### src/rtl/core/i2c_master_bit_engine_assert.svh
// Assertion macros shared by the I2C master bit engine RTL.
`ifndef I2C_MASTER_BIT_ENGINE_ASSERT_SVH
`define I2C_MASTER_BIT_ENGINE_ASSERT_SVH

// Same-cycle implication, sampled on clk, off while rst_n is low.
`define I2CM_ASSERT_NOW(lbl, ante, cons, msg) \
    lbl: assert property (@(posedge clk) disable iff (!rst_n) (ante) |-> (cons)) \
        else $error(msg);

// Next-cycle implication, sampled on clk, off while rst_n is low.
`define I2CM_ASSERT_NXT(lbl, ante, cons, msg) \
    lbl: assert property (@(posedge clk) disable iff (!rst_n) (ante) |=> (cons)) \
        else $error(msg);

`endif

### src/rtl/core/i2cm_pkg.sv
// Shared types and constants for the I2C master bit engine.
package i2cm_pkg;

    localparam logic [2:0] OP_START = 3'd0;
    localparam logic [2:0] OP_STOP  = 3'd1;
    localparam logic [2:0] OP_WRITE = 3'd2;
    localparam logic [2:0] OP_READ  = 3'd3;
    localparam logic [2:0] OP_SACK  = 3'd4;
    localparam logic [2:0] OP_RACK  = 3'd5;

    localparam logic [7:0] HALF_PERIOD_RESET = 8'd10;
    localparam logic [3:0] BITS_PER_BYTE     = 4'd8;

    localparam int QUEUE_DEPTH = 2;
    localparam int LEVEL_W     = $clog2(QUEUE_DEPTH + 1);
    localparam int PTR_W       = (QUEUE_DEPTH > 1) ? $clog2(QUEUE_DEPTH) : 1;

    localparam int IN_DATA_W  = 16;
    localparam int IN_USER_W  = 4;
    localparam int OUT_DATA_W = 16;

    // result item bit positions in m_tdata
    localparam int OUT_SCL_BIT  = 0;
    localparam int OUT_SDA_BIT  = 1;
    localparam int OUT_BUSY_BIT = 2;
    localparam int OUT_DONE_BIT = 3;
    localparam int OUT_RX_LSB   = 4;
    localparam int OUT_ACK_BIT  = 12;

    // one classified tick as held in the queue
    typedef struct packed {
        logic       go;
        logic [2:0] op;
        logic [7:0] tx_byte;
        logic       ack_to_send;
        logic       sda_in;
    } tick_t;

    typedef struct packed {
        logic               full;
        logic               empty;
        logic [LEVEL_W-1:0] level;
    } q_status_t;

endpackage

### src/rtl/core/i2cm_front.sv
// Input side: takes tick items and classifies the command they carry.
module i2cm_front
(
    input  logic                             s_tvalid,
    output logic                             s_tready,
    input  logic [i2cm_pkg::IN_DATA_W-1:0]   s_tdata,  // tx_byte[7:0], ack_to_send[8], sda_in[9]
    input  logic [i2cm_pkg::IN_USER_W-1:0]   s_tuser,  // cmd_valid[0], op[3:1]
    input  i2cm_pkg::q_status_t              q_stat,
    output logic                             q_push,
    output i2cm_pkg::tick_t                  q_entry
);
    import i2cm_pkg::*;

    logic [2:0] op;

    assign op       = s_tuser[3:1];
    assign s_tready = !q_stat.full;
    assign q_push   = s_tvalid && !q_stat.full;

    always_comb
    begin
        q_entry.op          = op;
        // codes past receive ack are dropped here so the engine stays idle
        q_entry.go          = s_tuser[0] && (op inside {[OP_START:OP_RACK]});
        q_entry.tx_byte     = s_tdata[7:0];
        q_entry.ack_to_send = s_tdata[8];
        q_entry.sda_in      = s_tdata[9];
    end

endmodule

### src/rtl/core/i2cm_queue.sv
// Short queue of classified ticks between front and back.
module i2cm_queue
(
    input  logic                clk,
    input  logic                rst_n,
    input  logic                push,
    input  i2cm_pkg::tick_t     push_entry,
    input  logic                pop,
    output i2cm_pkg::tick_t     head,
    output i2cm_pkg::q_status_t stat
);
    import i2cm_pkg::*;

    tick_t              mem [QUEUE_DEPTH];
    logic [PTR_W-1:0]   wr_ptr_reg;
    logic [PTR_W-1:0]   rd_ptr_reg;
    logic [LEVEL_W-1:0] level_reg;
    logic [PTR_W-1:0]   wr_ptr_next;
    logic [PTR_W-1:0]   rd_ptr_next;
    logic [LEVEL_W-1:0] level_next;

    always_comb
    begin
        wr_ptr_next = wr_ptr_reg;
        rd_ptr_next = rd_ptr_reg;
        level_next  = level_reg;
        if (push)
        begin
            wr_ptr_next = (wr_ptr_reg == PTR_W'(QUEUE_DEPTH - 1)) ? '0 : wr_ptr_reg + PTR_W'(1);
        end
        if (pop)
        begin
            rd_ptr_next = (rd_ptr_reg == PTR_W'(QUEUE_DEPTH - 1)) ? '0 : rd_ptr_reg + PTR_W'(1);
        end
        if (push && !pop)
        begin
            level_next = level_reg + LEVEL_W'(1);
        end
        else if (pop && !push)
        begin
            level_next = level_reg - LEVEL_W'(1);
        end
    end

    always_ff @(posedge clk or negedge rst_n)
    begin
        if (!rst_n)
        begin
            wr_ptr_reg <= '0;
            rd_ptr_reg <= '0;
            level_reg  <= '0;
        end
        else
        begin
            wr_ptr_reg <= wr_ptr_next;
            rd_ptr_reg <= rd_ptr_next;
            level_reg  <= level_next;
        end
    end

    always_ff @(posedge clk)
    begin
        if (push)
        begin
            mem[wr_ptr_reg] <= push_entry;
        end
    end

    assign head       = mem[rd_ptr_reg];
    assign stat.level = level_reg;
    assign stat.empty = (level_reg == '0);
    assign stat.full  = (level_reg == LEVEL_W'(QUEUE_DEPTH));

endmodule

### src/rtl/core/i2cm_back.sv
// Bus sequencer: advances SCL/SDA one tick per queued item, registers the result.
module i2cm_back
(
    input  logic                             clk,
    input  logic                             rst_n,
    input  logic [7:0]                       half_period_ticks,
    input  i2cm_pkg::tick_t                  head,
    input  i2cm_pkg::q_status_t              q_stat,
    output logic                             pop,
    output logic                             m_tvalid,
    input  logic                             m_tready,
    output logic [i2cm_pkg::OUT_DATA_W-1:0]  m_tdata
);
    import i2cm_pkg::*;

    typedef enum logic [2:0] {
        PH_IDLE,
        PH_FIRST,
        PH_SECOND,
        PH_HIGH,
        PH_LOW
    } phase_t;

    phase_t     phase_reg,  phase_next;
    logic [2:0] op_reg,     op_next;
    logic [3:0] bits_reg,   bits_next;
    logic [7:0] shift_reg,  shift_next;
    logic [7:0] delay_reg,  delay_next;
    logic       scl_reg,    scl_next;
    logic       sda_reg,    sda_next;
    logic       ack_reg,    ack_next;
    logic [7:0] rx_reg,     rx_next;
    logic       out_valid_reg;
    logic [OUT_DATA_W-1:0] out_data_reg;

    logic       fire;
    logic       done;
    logic [7:0] seg_len;
    logic [7:0] delay_dec;
    logic [3:0] bits_inc;
    logic [OUT_DATA_W-1:0] result;

    assign fire      = !q_stat.empty && (!out_valid_reg || m_tready);
    assign pop       = fire;
    assign seg_len   = (half_period_ticks == 8'd0) ? 8'd1 : half_period_ticks;
    assign delay_dec = delay_reg - 8'd1;
    assign bits_inc  = bits_reg + 4'd1;

    always_comb
    begin
        phase_next = phase_reg;
        op_next    = op_reg;
        bits_next  = bits_reg;
        shift_next = shift_reg;
        delay_next = delay_reg;
        scl_next   = scl_reg;
        sda_next   = sda_reg;
        ack_next   = ack_reg;
        rx_next    = rx_reg;
        done       = 1'b0;

        case (phase_reg)
            PH_IDLE:
            begin
                if (head.go)
                begin
                    op_next    = head.op;
                    bits_next  = '0;
                    delay_next = seg_len;
                    scl_next   = 1'b1;
                    phase_next = PH_HIGH;
                    sda_next   = 1'b1;
                    case (head.op)
                        OP_START: phase_next = PH_FIRST;
                        OP_STOP:
                        begin
                            phase_next = PH_FIRST;
                            sda_next   = 1'b0;
                        end
                        OP_WRITE:
                        begin
                            sda_next   = head.tx_byte[7];
                            shift_next = {head.tx_byte[6:0], 1'b0};
                        end
                        OP_READ:  shift_next = '0;
                        OP_SACK:  sda_next   = head.ack_to_send;
                        default:  sda_next   = 1'b1;
                    endcase
                end
            end
            PH_FIRST, PH_SECOND, PH_HIGH, PH_LOW:
            begin
                delay_next = delay_dec;
                if (delay_dec == 8'd0)
                begin
                    case (phase_reg)
                        PH_FIRST:
                        begin
                            phase_next = PH_SECOND;
                            scl_next   = 1'b1;
                            sda_next   = (op_reg != OP_START);
                            delay_next = seg_len;
                        end
                        PH_SECOND:
                        begin
                            if (op_reg == OP_START)
                            begin
                                scl_next = 1'b0;
                            end
                            done = 1'b1;
                        end
                        PH_HIGH:
                        begin
                            // ack clock of a write, after the last data bit: sample the ack and finish
                            if (op_reg == OP_WRITE && bits_reg >= BITS_PER_BYTE)
                            begin
                                ack_next = head.sda_in;
                                scl_next = 1'b0;
                                done     = 1'b1;
                            end
                            else
                            begin
                                if (op_reg == OP_READ)
                                begin
                                    shift_next = {shift_reg[6:0], head.sda_in};
                                end
                                if (op_reg == OP_RACK)
                                begin
                                    ack_next = head.sda_in;
                                end
                                phase_next = PH_LOW;
                                scl_next   = 1'b0;
                                delay_next = seg_len;
                            end
                        end
                        PH_LOW:
                        begin
                            if (op_reg == OP_WRITE)
                            begin
                                bits_next  = bits_inc;
                                phase_next = PH_HIGH;
                                scl_next   = 1'b1;
                                delay_next = seg_len;
                                if (bits_inc < BITS_PER_BYTE)
                                begin
                                    sda_next   = shift_reg[7];
                                    shift_next = {shift_reg[6:0], 1'b0};
                                end
                                else
                                begin
                                    sda_next = 1'b1;
                                end
                            end
                            else if (op_reg == OP_READ)
                            begin
                                bits_next = bits_inc;
                                if (bits_inc < BITS_PER_BYTE)
                                begin
                                    phase_next = PH_HIGH;
                                    scl_next   = 1'b1;
                                    sda_next   = 1'b1;
                                    delay_next = seg_len;
                                end
                                else
                                begin
                                    rx_next = shift_reg;
                                    done    = 1'b1;
                                end
                            end
                            else
                            begin
                                done = 1'b1;
                            end
                        end
                        default: done = 1'b1;
                    endcase
                    if (done)
                    begin
                        phase_next = PH_IDLE;
                    end
                end
            end
            default: phase_next = PH_IDLE;
        endcase
    end

    always_comb
    begin
        result                          = '0;
        result[OUT_SCL_BIT]             = scl_next;
        result[OUT_SDA_BIT]             = sda_next;
        result[OUT_BUSY_BIT]            = (phase_next != PH_IDLE);
        result[OUT_DONE_BIT]            = done;
        result[OUT_RX_LSB +: 8]         = rx_next;
        result[OUT_ACK_BIT]             = ack_next;
    end

    always_ff @(posedge clk or negedge rst_n)
    begin
        if (!rst_n)
        begin
            phase_reg     <= PH_IDLE;
            op_reg        <= '0;
            bits_reg      <= '0;
            shift_reg     <= '0;
            delay_reg     <= '0;
            scl_reg       <= 1'b1;
            sda_reg       <= 1'b1;
            ack_reg       <= 1'b1;
            rx_reg        <= '0;
            out_valid_reg <= 1'b0;
            out_data_reg  <= '0;
        end
        else
        begin
            if (fire)
            begin
                phase_reg     <= phase_next;
                op_reg        <= op_next;
                bits_reg      <= bits_next;
                shift_reg     <= shift_next;
                delay_reg     <= delay_next;
                scl_reg       <= scl_next;
                sda_reg       <= sda_next;
                ack_reg       <= ack_next;
                rx_reg        <= rx_next;
                out_data_reg  <= result;
                out_valid_reg <= 1'b1;
            end
            else if (m_tready)
            begin
                out_valid_reg <= 1'b0;
            end
        end
    end

    assign m_tvalid = out_valid_reg;
    assign m_tdata  = out_data_reg;

endmodule

### src/rtl/core/i2c_master_bit_engine.sv
// Top level of the I2C master bit engine: front, tick queue, bus sequencer.
//
//  channel   | direction | handshake          | payload
//  s_        | in        | s_tvalid/s_tready  | s_tdata tick fields, s_tuser command
//  m_        | out       | m_tvalid/m_tready  | m_tdata bus levels and status
//  cfg_      | in        | cfg_valid/cfg_ready| cfg_data half_period_ticks
//
// One result item per tick item; the sequencer takes one item per cycle, so
// throughput is one item per clock with no stalls downstream.
// The tick is written into the queue at its accepting edge, and the sequencer registers
// its result when it pops that entry from the queue.
// Reset idles the bus (SCL and SDA released) and sets half_period_ticks to 10.
// A stalled output holds the sequencer; the two-entry queue then fills and
// drops s_tready.
module i2c_master_bit_engine
(
    input  logic                             clk,
    input  logic                             rst_n,
    input  logic                             s_tvalid,
    output logic                             s_tready,
    input  logic [i2cm_pkg::IN_DATA_W-1:0]   s_tdata,  // tx_byte[7:0], ack_to_send[8], sda_in[9]
    input  logic [i2cm_pkg::IN_USER_W-1:0]   s_tuser,  // cmd_valid[0], op[3:1]
    output logic                             m_tvalid,
    input  logic                             m_tready,
    // scl_level[0], sda_release[1], busy_res[2], done_res[3], rx_byte[11:4], rx_ack[12]
    output logic [i2cm_pkg::OUT_DATA_W-1:0]  m_tdata,
    input  logic                             cfg_valid,
    output logic                             cfg_ready,
    input  logic [7:0]                       cfg_data
);
    import i2cm_pkg::*;

    `include "i2c_master_bit_engine_assert.svh"

    logic       q_push;
    logic       q_pop;
    tick_t      q_entry;
    tick_t      q_head;
    q_status_t  q_stat;
    logic [7:0] half_period_reg;

    assign cfg_ready = 1'b1;

    always_ff @(posedge clk or negedge rst_n)
    begin
        if (!rst_n)
        begin
            half_period_reg <= HALF_PERIOD_RESET;
        end
        else if (cfg_valid)
        begin
            half_period_reg <= cfg_data;
        end
    end

    i2cm_front u_front
    (
        .s_tvalid (s_tvalid),
        .s_tready (s_tready),
        .s_tdata  (s_tdata),
        .s_tuser  (s_tuser),
        .q_stat   (q_stat),
        .q_push   (q_push),
        .q_entry  (q_entry)
    );

    i2cm_queue u_queue
    (
        .clk        (clk),
        .rst_n      (rst_n),
        .push       (q_push),
        .push_entry (q_entry),
        .pop        (q_pop),
        .head       (q_head),
        .stat       (q_stat)
    );

    i2cm_back u_back
    (
        .clk               (clk),
        .rst_n             (rst_n),
        .half_period_ticks (half_period_reg),
        .head              (q_head),
        .q_stat            (q_stat),
        .pop               (q_pop),
        .m_tvalid          (m_tvalid),
        .m_tready          (m_tready),
        .m_tdata           (m_tdata)
    );

    `I2CM_ASSERT_NOW(a_level_bound, 1'b1, q_stat.level <= LEVEL_W'(QUEUE_DEPTH), "queue overfilled")
    `I2CM_ASSERT_NOW(a_done_not_busy, m_tvalid && m_tdata[OUT_DONE_BIT], !m_tdata[OUT_BUSY_BIT], "done while busy")
    `I2CM_ASSERT_NXT(a_push_grows, q_push && !q_pop, q_stat.level == $past(q_stat.level) + LEVEL_W'(1), "queue level lost a push")
    `I2CM_ASSERT_NOW(a_pop_nonempty, q_pop, !q_stat.empty, "pop from empty queue")

endmodule

### config.mk
export PLATFORM = sky130hd
export DESIGN_NAME = i2c_master_bit_engine
export DESIGN_NICKNAME = d
export VERILOG_FILES = /design/src/rtl/core/i2cm_pkg.sv /design/src/rtl/core/i2cm_front.sv /design/src/rtl/core/i2cm_queue.sv /design/src/rtl/core/i2cm_back.sv /design/src/rtl/core/i2c_master_bit_engine.sv
export VERILOG_INCLUDE_DIRS = /design/src /design/src/rtl/core
export SDC_FILE = /design/constraint.sdc
export NUM_CORES = 1
export LEC_CHECK = 0
export BUFFER_PORTS_ARGS = -buffer_cell sky130_fd_sc_hd__clkbuf_2
export CAP_MARGIN = 5
export CORE_ASPECT_RATIO = 0.8
export CORE_MARGIN = 10
export CORE_UTILIZATION = 50
export CTS_CLUSTER_DIAMETER = 150
export CTS_CLUSTER_SIZE = 10
export DETAILED_ROUTE_END_ITERATION = 8
export HOLD_SLACK_MARGIN = 0.08
export PLACE_DENSITY = 0.7
export SLEW_MARGIN = 30
export SYNTH_ARGS = -nofsm -noshare
export SYNTH_HDL_FRONTEND = slang
export SYNTH_SLANG_ARGS = --single-unit
### constraint.sdc
create_clock -name clk -period 5.4 [get_ports clk]
set_clock_uncertainty 0.1 [all_clocks]
set_input_delay 0.81 -clock clk [delete_from_list [all_inputs] [get_ports clk]]
set_output_delay 0.81 -clock clk [all_outputs]
set_load 0.02 [all_outputs]
==> results of run 1 <==
-- power breakdown --
group / internal (mW) / switching (mW)
Clock: 0.169 / 0.234
Sequential: 0.829 / 0.181
Combinational: 0.316 / 0.452
-- worst max-delay path by stage --
stage,slack (ps),end,depth (start not counted),start
2_1_floorplan,2960,u_back.m_tdata[11]$_DFFE_PN0P_,7,u_back.delay_reg[4]$_DFFE_PN0P_
3_3_place_gp,2400,u_back.shift_reg[3]$_DFFE_PN0P_,7,m_tready
3_5_place_dp,2380,u_back.shift_reg[5]$_DFFE_PN0P_,7,m_tready
4_1_cts,2520,u_back.rx_reg[0]$_DFFE_PN0P_,6,u_back.delay_reg[4]$_DFFE_PN0P_
5_1_grt,2360,u_back.m_tdata[11]$_DFFE_PN0P_,6,u_back.delay_reg[4]$_DFFE_PN0P_
6_report,2530,u_back.shift_reg[7]$_DFFE_PN0P_,6,u_back.delay_reg[4]$_DFFE_PN0P_
-- cell usage after synthesis (all sizes together), types with 3 or more instances --
library cell   n  area share, %
nand2         26            2.6
o22a           3           0.64
edfxtp        28             20
ha             5            1.5
buf            9            1.4
nor3          10            1.5
dfstp          5            3.2
nor2b          5           0.76
mux2i         11            2.7
xnor2          3           0.64
dfrtp         50             30
o22ai          3           0.46
a22oi          3           0.55
o21ai         37            4.5
or3            3           0.61
o21a           3           0.55
xor2           3           0.64
nor2          27            2.5
clkbuf        12            1.1
o311ai         3           0.82
nor4           4           0.61
a21o           4           0.76
nand3          7           0.85
a21oi         18            2.3
mux2          26            7.1
nand4          4           0.61
and3           5           0.85
a31oi          3           0.46
inv           10           0.91
and2           3           0.49
nand2b        11            1.7
-- metrics by stage --
stage	power (mW)	cells	cell area (µm²)	hold WS, ps	utilization, %
final	2.182	518	4534	394.2	56.80
after global routing	2.346	518	4534	420.8	56.80
after CTS	2.194	518	4534	402.3	56.80
after detailed placement	1.787	502	4360	381.8	54.62
after global placement	1.762	502	4358	372.7	54.59
after floorplan	1.583	373	4115	351.3	-
-- cell type report --
cell class | count | share of cell area [%]
Clock buffer | 9 | 2.732
Clock inverter | 7 | 1.104
Inverter | 10 | 0.8278
Multi-Input combinational cell | 259 | 38.63
Sequential cell | 83 | 49.03
Tap cell | 108 | 2.980
Timing Repair Buffer | 42 | 4.691
-- layer usage --
| layer | up-vias | wire (µm) | GRT usage (%) |
|---|---|---|---|
| met5 | - | 0 | 0 |
| met4 | 0 | 97 | 5.124 |
| met3 | 12 | 528 | 4.423 |
| met2 | 85 | 3846 | 21.31 |
| met1 | 1403 | 3924 | 19.01 |
| li1 | 1413 | - | - |
-- worst min-delay path: cells and delay by family, from the launching register on --
| family | cells | cell delay, ps |
|---|---|---|
| compound gates | 1 | 60 |
| flops | 1 | 350 |
| simple gates | 1 | 50 |
-- cells by family (layout without fill, tap and decap cells) --
| kind of cell | after synthesis | count (layout) | share of synthesized area, % |
|---|---|---|---|
| AO/OA/AOI/OAI | 95 | 95 | 15.23 |
| XOR/XNOR | 6 | 6 | 1.280 |
| adder cells (fa/ha/maj) | 5 | 5 | 1.523 |
| buffers and inverters | 31 | 68 | 3.473 |
| flip-flops | 83 | 83 | 54.13 |
| multiplexers | 37 | 37 | 9.808 |
| other | 2 | 4 | 0.1828 |
| AND/OR/NAND/NOR | 112 | 112 | 14.38 |
==> qor.csv, run 1 <==
metric;value;unit
status;complete, no violations;
final_common_cell;dfrtp_1;
seq_area_frac_synth;54.13;%
core.rowCount;29;
worst_slew_pin_slew;786.3;ps
io_buffers;41;
crit_chain;or3_4, or3b_1, a21oi_2, a41o_2, o311ai_2, mux2_2;
regArea;0.002223;mm²
cts_tree;yes;
vias_per_cell;5.624;
cts.path.max_buffers;2;
ir_worst_vdd;300.6;µV
diodes;0;
start_util;51.46;%
cts.repair.resized;0;
clk_latency;360;ps
timing.final.crit_share;53.16;%
clk_transition_reported_paths;90;ps
slew_headroom;47.50;%
worstPathMaxFanout;11;
synthDistinctLibCells;65;
reg2reg_to;u_back.shift_reg[7]$_DFFE_PN0P_;
cp.required;5550;ps
wl_per_cell;16.21;µm
cp-start-kind;flip-flop;
cts_root_buf;clkbuf_8;
ant_nets;0;
hold_depth;2;
finalHoldViolations;0;
slew_violations;0;
multi_input_area;0.001752;mm²
die-area;0.01226;mm²
fin_crit;2871;ps
crit_path_max_incr_delay;480;ps
syn_area_per_cell;11.07;µm²
wl;8.396;mm
overflow;0;
crit_type;reg -> reg;
min-delay-start;u_back.m_tdata[0]$_DFFE_PN0P_;
dr.first_iter.drc_count;295;
grt_max_degree;56;
cpLargestDelayFamily;compound AO/OA/AOI/OAI gates;
cp_data_arrival_time;3020;ps
pre_cts_ws;2376;ps
final.setup.worst_slack;2529;ps
area_growth;10.39;%
r2r_setup_slack;2530;ps
r2r-start;u_back.delay_reg[4]$_DFFE_PN0P_;
synth-async-reset-ratio;66.27;%
ys.warnings.count;0;
postCtsHoldBufs;0;
die_w;121.3;µm
antenna_found_initial;0;
crit_buf_inv;0;
layout.nets;443;
min_path_type;reg -> reg;
grt_pass1_wl;14.10;mm
core_area;0.007983;mm²
fmax;348.3;MHz
cts_num_sinks;83;
ios;52;
layout_common_cells;50 x dfrtp_1, 41 x clkbuf_2, 37 x o21ai_0;
post_cts_buffers;0;
drt_pre_antenna_iters;4;
largest_register_ffs;28;
h-tree-depth;3;
setup_viol;0;
crit_path_end_kind;flip-flop;
min_to;u_back.m_tdata[0]$_DFFE_PN0P_;
drcViolationCount;0;
synth-edff-count;28;
ys.flop_type;dfrtp_1;
cts_buffers;9;
grt_pass1_vias;2978;
vias;2913;
synth.cell_area;0.004108;mm²
tns;0;ps
ys_seq_elements;83;
r2r_cells;6;
max_flop_register;u_queue.mem;
track_usage;14.25;%
cpMaxStageDelayCell;a21oi_2;
drive_gt1_share;26.10;%
max-cap-violations;0;
die_h;101.1;µm
power.leakage;1.928;nW
power.density;481.3;mW/mm²
fillers;703;
finalWeightedCongestion;0.8870;
rsz0062_at_grt;false;
syn_inst;371;
dp_hpwl;5.979;mm
No activity file was read; power rests on OpenSTA's default activity.
==> run 2: changes to the inputs <==
--- a/config.mk
+++ b/config.mk
@@ -15,7 +15,7 @@
 export CTS_CLUSTER_SIZE = 10
 export DETAILED_ROUTE_END_ITERATION = 8
 export HOLD_SLACK_MARGIN = 0.08
-export PLACE_DENSITY = 0.7
+export PLACE_DENSITY = 0.73
 export SLEW_MARGIN = 30
 export SYNTH_ARGS = -nofsm -noshare
 export SYNTH_HDL_FRONTEND = slang
==> constraint.sdc (replaced) <==
create_clock -name clk -period 2.5 [get_ports clk]
set_clock_uncertainty 0.1 [all_clocks]
set_input_delay 0.375 -clock clk [delete_from_list [all_inputs] [get_ports clk]]
set_output_delay 0.375 -clock clk [all_outputs]
set_load 0.02 [all_outputs]
==> run 2 against run 1 <==
Against the previous run:
- combinational power rose to 2.8 times the previous value
- non-clock buffer count rose by 41
- sequential cell count did not move
- worst setup slack got worse by 2400 ps
- cell count rose by 7.9%
- critical endpoint is now u_back.rx_reg[5]$_DFFE_PN0P_
- clock power rose by 140%
- cell area rose by 8.8%
- critical path type unchanged
- highest routed layer unchanged
- critical path depth rose by 2
==> qor.csv, run 2 (synthesis results as in run 1) <==
metric;value;unit
status;complete, no violations;
fin_crit;2400;ps
ir_worst_vdd;572.6;µV
ios;52;
core_area;0.007983;mm²
grt_pass1_vias;3048;
wl_met2;4.440;mm
layout_common_cells;49 x dfrtp_1, 41 x clkbuf_2, 37 x buf_4;
wl_per_cell;16.64;µm
wl;9.303;mm
reg2reg_to;u_back.rx_reg[5]$_DFFE_PN0P_;
start_util;51.46;%
final_util;61.79;%
holdWs;102.2;ps
die_w;121.3;µm
diodes;0;
vias;3102;
p_sw_share;38.25;%
cts.path.max_buffers;2;
drcViolationCount;0;
cp.required;2640;ps
power.switching;1.992;mW
rsz0062_at_grt;false;
combPwrFrac;41.4;%
max_flop_register;u_queue.mem;
final_area;0.004932;mm²
pre_cts_ws;-52.17;ps
clockPowerShare;18.9;%
die-area;0.01226;mm²
cp_data_arrival_time;2540;ps
die_h;101.1;µm
r2r_cells;8;
instances_no_fill;559;
dr.first_iter.drc_count;269;
wl_met1;4.167;mm
dp_hpwl;7.026;mm
r2r_setup_slack;100;ps
place_area;0.004668;mm²
cts_num_sinks;83;
min_to;u_queue.mem[0][0]$_DFFE_PP_;
clk_transition_reported_paths;90;ps
hold_depth;1;
crit_type;reg -> reg;
h-tree-depth;3;
overflow;0;
grt_pass1_wl;15.30;mm
slew_violations;0;
slew_headroom;54.81;%
crit_path_end_kind;flip-flop;
final.setup.worst_slack;99.65;ps
area_growth;20.07;%
min_path_type;in -> reg;
min-delay-start;s_tdata[9];
fmax;416.6;MHz
track_usage;15.59;%
clk_latency;350;ps
vias_per_cell;5.549;
cts_root_buf;clkbuf_8;
dp_cells;540;
grt_max_degree;24;
cts_buffers;9;
drt_pre_antenna_iters;4;
worstPathMaxFanout;8;
worst_slew_pin_slew;670.8;ps
layout.nets;484;
core.rowCount;29;
topRoutingLayerUsed;met4;
antenna_found_initial;0;
final_common_cell;dfrtp_1;
setup_viol;0;
finalWeightedCongestion;0.9401;
power.leakage;2.158;nW
max-cap-violations;0;
io_buffers;41;
drive_gt1_share;33.04;%
cp-start-kind;flip-flop;
finalHoldViolations;0;
r2r-start;u_back.delay_reg[4]$_DFFE_PN0P_;
internal_power;3.216;mW
cts_tree;yes;
seqPwrFrac;39.7;%
power.density;1056;mW/mm²
ant_nets;0;
timing.final.crit_share;96.01;%
wl_met3;591;µm
largest_register_ffs;28;
run 2: cell count changes in the layout (fill, tap and decap cells not counted), sizes merged:
cell,previous run,this run
dlygate4sd3,0,2
inv,13,14
buf,1,40
bufinv,0,1
clkinvlp,2,0
run 2: layer usage:
metal	GRT usage, %	up-vias
met5	0	-
met4	4.849	0
met3	3.639	11
met2	24.35	86
met1	20.98	1504
li1	-	1501
run 2: power by group through the flow:
stage | Combinational [mW] | Clock (mW) | Sequential (mW)
3_3_place_gp | 2.05 | 0 | 2.06
4_1_cts | 2.12 | 0.995 | 2.06
5_1_grt | 2.38 | 1.07 | 2.11
6_report | 2.15 | 0.986 | 2.07
2_1_floorplan | 1.39 | 0 | 2.04
3_5_place_dp | 2.10 | 0 | 2.08
run 2: what timing repair did:
item	CTS	global route
hold buffers	1	1
setup buffers	1	0
hold endpoints to repair	18	2
setup endpoints to repair	9	20
gates resized for setup	2	6
pin swaps	0	2
run 2: worst max-delay path, stage by stage, from the launching register on:
cell and delay, ps:
dfrtp_1 380, or3_4 390, or3b_4 420, a21oi_4 150, buf_6 150, nand2_4 60, nor3_4 150, buf_12 150
mux2_2 340
run 2: area by class of cell:
cell class	count	area [µm²]
Multi-Input combinational cell	259	1777
Sequential cell	83	2225
Fill cell	692	3050
Clock inverter	7	80.08
Timing Repair Buffer	83	554.3
Tap cell	108	135.1
Inverter	10	37.54
Clock buffer	9	123.9
run 2: metrics by stage:
step / power, mW / TNS (ps)
6_report: 5.209 / 0
5_1_grt: 5.558 / 0
4_1_cts: 5.172 / 0
3_5_place_dp: 4.184 / -318.8
3_3_place_gp: 4.111 / 0
2_1_floorplan: 3.420 / 0
run 2: how the worst max path moves through the flow:
stage	start	endpoint	depth (start not counted)	slack, ps
4_1_cts	u_back.delay_reg[4]$_DFFE_PN0P_	u_back.rx_reg[5]$_DFFE_PN0P_	8	10
2_1_floorplan	u_back.delay_reg[4]$_DFFE_PN0P_	u_back.m_tdata[11]$_DFFE_PN0P_	7	60
5_1_grt	u_back.delay_reg[4]$_DFFE_PN0P_	u_back.delay_reg[6]$_DFFE_PN0P_	7	10
6_report	u_back.delay_reg[4]$_DFFE_PN0P_	u_back.rx_reg[5]$_DFFE_PN0P_	8	100
3_5_place_dp	u_back.delay_reg[0]$_DFFE_PN0P_	u_back.shift_reg[1]$_DFFE_PN0P_	9	-50
3_3_place_gp	u_back.delay_reg[0]$_DFFE_PN0P_	u_back.shift_reg[3]$_DFFE_PN0P_	6	40
